$ cat config.mk
export PLATFORM = sky130hd
export DESIGN_NAME = ethp_slot_ram
export DESIGN_NICKNAME = d
export VERILOG_FILES = /design/src/rtl/ethp_pkg.sv /design/src/rtl/ethp_slot_ram.sv
export SDC_FILE = /design/constraint.sdc
export NUM_CORES = 2
export LEC_CHECK = 0
export BUFFER_PORTS_ARGS = -buffer_cell sky130_fd_sc_hd__buf_4
export CORE_ASPECT_RATIO = 1.25
export CORE_MARGIN = 1
export CORE_UTILIZATION = 40
export CTS_BUF_LIST = sky130_fd_sc_hd__clkbuf_8
export DETAILED_ROUTE_END_ITERATION = 7
export SLEW_MARGIN = 20
export SYNTH_ARGS = -nofsm -noshare
export SYNTH_HDL_FRONTEND = slang
export SYNTH_SLANG_ARGS = --single-unit
$ cat constraint.sdc
create_clock -name clk_i -period 6 [get_ports clk_i]
set_clock_uncertainty 0.1 [all_clocks]
set_input_delay 0.6 -clock clk_i [delete_from_list [all_inputs] [get_ports clk_i]]
set_output_delay 0.6 -clock clk_i [all_outputs]
set_load 0.05 [all_outputs]
$ cat src/rtl/ethp_pkg.sv
// ----------------------------------------------------------------------------
// ethp_pkg: shared types and constants for the event time min heap
// Entry layout, request kinds, status codes, sequencer states.
// ----------------------------------------------------------------------------
package ethp_pkg;

  localparam int unsigned EntryW = 57;

  typedef struct packed {
    logic [7:0]  tag;
    logic        player;
    logic [7:0]  col;
    logic [7:0]  row;
    logic [31:0] time_v;
  } entry_t;

  typedef enum logic [1:0] {
    KIND_INSERT = 2'd0,
    KIND_POP    = 2'd1,
    KIND_DELETE = 2'd2,
    KIND_FIND   = 2'd3
  } kind_e;

  typedef enum logic [1:0] {
    ST_OK       = 2'd0,
    ST_FULL     = 2'd1,
    ST_EMPTY    = 2'd2,
    ST_NOTFOUND = 2'd3
  } status_e;

  typedef enum logic [3:0] {
    S_IDLE,
    S_SCAN_RD,
    S_SCAN_CHK,
    S_MOVE_RD,
    S_MOVE_WR,
    S_POP_RD,
    S_POP_CAP,
    S_PASS_START,
    S_RD_C,
    S_RD_P,
    S_CMP,
    S_SWAP_P,
    S_DONE
  } state_e;

endpackage

$ cat src/rtl/ethp_slot_ram.sv
// ----------------------------------------------------------------------------
// ethp_slot_ram: single-port entry store
// One write and one registered read per cycle, both at the same address.
// ----------------------------------------------------------------------------
module ethp_slot_ram
  import ethp_pkg::*;
#(
  parameter int unsigned Depth = 64,
  parameter int unsigned AddrW = 6
) (
  input  logic             clk_i,
  input  logic             we_i,
  input  logic [AddrW-1:0] addr_i,
  input  entry_t           wdata_i,
  output entry_t           rdata_o
);

  entry_t mem_q [Depth];

  always_ff @(posedge clk_i) begin
    if (we_i) begin
      mem_q[addr_i] <= wdata_i;
    end
    rdata_o <= mem_q[addr_i];
  end

endmodule

==> metrics.yaml <==
clocking:
  clockBufferDepth: 4
  clkLatencyLatePin_ns: 1.09
  ctsHoldBuffers: 58
  root_buffer: "clkbuf_8"
  clk_pin_slew_worst_paths_ns: 0.06
  cts.sinks: 3705
  post_cts_resize_count: 0
  tritoncts: "done"
  h-tree-depth: 6
  cts_setup_buffers: 0
  cts_buffers: 567
yosys:
  synthTopCellsByCount: "edfxtp_1, a221oi_1, a22oi_1"
  ys_warn_count: 0
  synth_edf_count: 3648
  syn_area_um2: 138700
  synth_cells: 7547
  async_reset_ff_share_pct: 0
  synth_top_family_by_area: "compound AO/OA/AOI/OAI gates"
  yosysMostFrequentCell: "edfxtp_1"
  synthFlopType: "edfxtp_1"
  synth_seq_cells: 3705
  syn_nets: 7612
  yosys.area_share.simple_pct: 2.118
  synth_area_leaders: "edfxtp_1, a221oi_1, a22oi_1"
  synth_top_area_share_pct: 78.99
  syn_area_per_cell_um2: 18.37
  seq_area_frac_synth_pct: 79.82
  muxShareOfSynthArea_pct: 4.043
  synth_largest_area_cell: "edfxtp_1"
  synth_fa_ha_area_share_pct: 0
  yosysUniqueCellTypes: 62
  yosys.area_share.xor_xnor_pct: 0
  synth_compound_area_share_pct: 12.00
sta:
  maxSlewViolCount: 0
  holdWs_ns: 0.2055
  worstMarginPinSlew_ns: 1.258
  hold_viol_final: 0
  period_needed_ns: 3.924
  fmax_ghz: 0.2548
  setup_viol: 0
  rsz0062_at_grt: "false"
  relSlewSlack_pct: 16.15
  fin_ws_ns: 2.076
  post-route-period-util_pct: 65.40
  fin_tns_setup_ns: 0
placed_design:
  io_buffers: 121
  gp_congestion: 0.8282
  hpwl_um: 244300
  dp_slack_ns: 1.429
  dp.cells: 11936
job:
  drv_cap: 0
floorplanning:
  dieArea_um2: 349100
  rows: 241
  io_pins: 122
  dieHeight_um: 660.3
  fp.coreArea_um2: 345000
  start_util_pct: 40.20
  die_w_um: 528.6
setup_path:
  startpoint_type: "input port"
  path_common_cell: "buf_4"
  timing_worst_setup_path_type: "in -> reg"
  path_cells: "dlygate4sd3_1 -> buf_4 -> nand3b_1 -> buf_12 -> nor2_4 -> buf_4"
  cpLargestDelayFamily: "buffers and inverters"
  crit_fanout: 31
  startpoint: "addr_i[5]"
  path_buf_inv: 4
  r2r-start: "mem_q[21][46]"
  cp_slowest_cell: "nand3b_1"
  required_ns: 6.56
  worst_path_largest_cell_delay_ns: 0.78
  end_kind: "flop"
  arrival_ns: 4.49
global_routing:
  grt_remaining_overflow: 0
  grt_usage_pct: 25.33
  grt_pass1_vias: 81424
  antenna_found_initial: 24
  grt_max_degree: 128
  grt_first_pass_wirelength_um: 625700
power_and_ir_drop:
  p_per_area_nw_per_um2: 327.3
  leakagePower_nw: 48.81
  ir_worst_vdd_mv: 0.1469
final_layout:
  layoutNonFillerInstCount: 13013
  drive_gt1_share_pct: 16.56
  syn_to_final_growth_pct: 13.22
  nets: 8011
  nFillCells: 29377
route:
  post_drt_wl_per_cell_um: 34.70
  drt_wl_total_um: 451500
  drc: 0
  drt-initial-drc-count: 10848
  routed_via_density: 6.337
  ant_nets: 0
  vias: 82464
  dr.pass1.iters: 7
worst_hold_path:
  min_from: "addr_i[0]"
  hold_path_class: "in -> reg"
run_status:
  status: "complete, no violations"
[flip-flops by register name, indices dropped and copies added, names as in the netlist]
name	count
mem_q	3648
rdata_o	57
[per-stage QoR]
| stage | instance area [um2] | utilization [%] | total power, mW |
|---|---|---|---|
| detailed placement | 146000 | 42.33 | 32.38 |
| global placement | 146000 | 42.32 | 32.33 |
| finish | 157000 | 45.52 | 51.39 |
| CTS | 157000 | 45.51 | 51.60 |
| floorplan | 138700 | - | 30.87 |
| global route | 157000 | 45.51 | 52.79 |
[kinds of logic (layout without fill, tap and decap cells)]
group / Yosys count / count (layout)
multiplexers: 434 / 434
AO/OA/AOI/OAI: 2192 / 2192
buffers and inverters: 602 / 1441
AND/OR/NAND/NOR: 614 / 614
other: 0 / 10
flip-flops: 3705 / 3705
[per-layer routing]
layer | GRT usage, % | vias up | share of wire [%]
met5 | 0 | - | 0.013
met4 | 12.07 | 8 | 5.2
met3 | 5.126 | 1076 | 9.9
met2 | 42.23 | 5227 | 49
met1 | 31.53 | 43115 | 36
li1 | - | 33038 | -
[area by class of cell]
class / instances / area, um2 / area share [%]
sequential: 3705 / 110700 / 70.49
multi-input combinational: 3240 / 25820 / 16.45
clock buffer: 614 / 8451 / 5.382
tap: 4617 / 5777 / 3.679
timing repair buffer: 429 / 4304 / 2.741
clock inverter: 395 / 1918 / 1.222
inverter: 3 / 31.28 / 0.01992
antenna: 10 / 25.02 / 0.01594
[report_power, final]
part | internal (mW) | switching (mW) | leakage (nW)
sequential | 28.7 | 0.143 | 33.3
clock | 9.72 | 9.77 | 6.03
combinational | 0.839 | 2.25 | 9.49
total | 39.2 | 12.2 | 48.8
[path summary, 6_finish.rpt]
path / endpoint / slack, ns / depth (start not counted)
min reg2reg: rdata_o[48] / 0.52 / 4
min: rdata_o[55] / 0.21 / 4
max: mem_q[41][51] / 2.08 / 6
max reg2reg: rdata_o[46] / 3.48 / 5
[worst register-to-register path, delay by kind of cell, from the launching register on]
family | cells | cell delay [ns]
simple gates | 2 | 1.26
compound gates | 3 | 0.55
flops | 1 | 0.47
[layout by cell type (no fill, tap or decap), types with 24 or more instances in the layout]
master	instances
nor4_1	24
edfxtp_1	3648
o22ai_1	344
clkinv_1	105
dlygate4sd3_1	58
o22a_1	52
buf_12	70
nor2_1	137
a211oi_1	24
nor2_4	68
a221oi_1	747
mux4_2	88
o21ai_0	135
a21oi_1	140
nand4_1	25
nor3_1	100
buf_4	296
inv_1	208
mux2_2	129
clkbuf_8	614
clkinv_2	34
o221ai_1	40
a22oi_1	540
a22o_1	41
nand2_1	135
mux2i_1	217
dfxtp_1	57
Note: power is estimated with default switching activity, not from simulation.
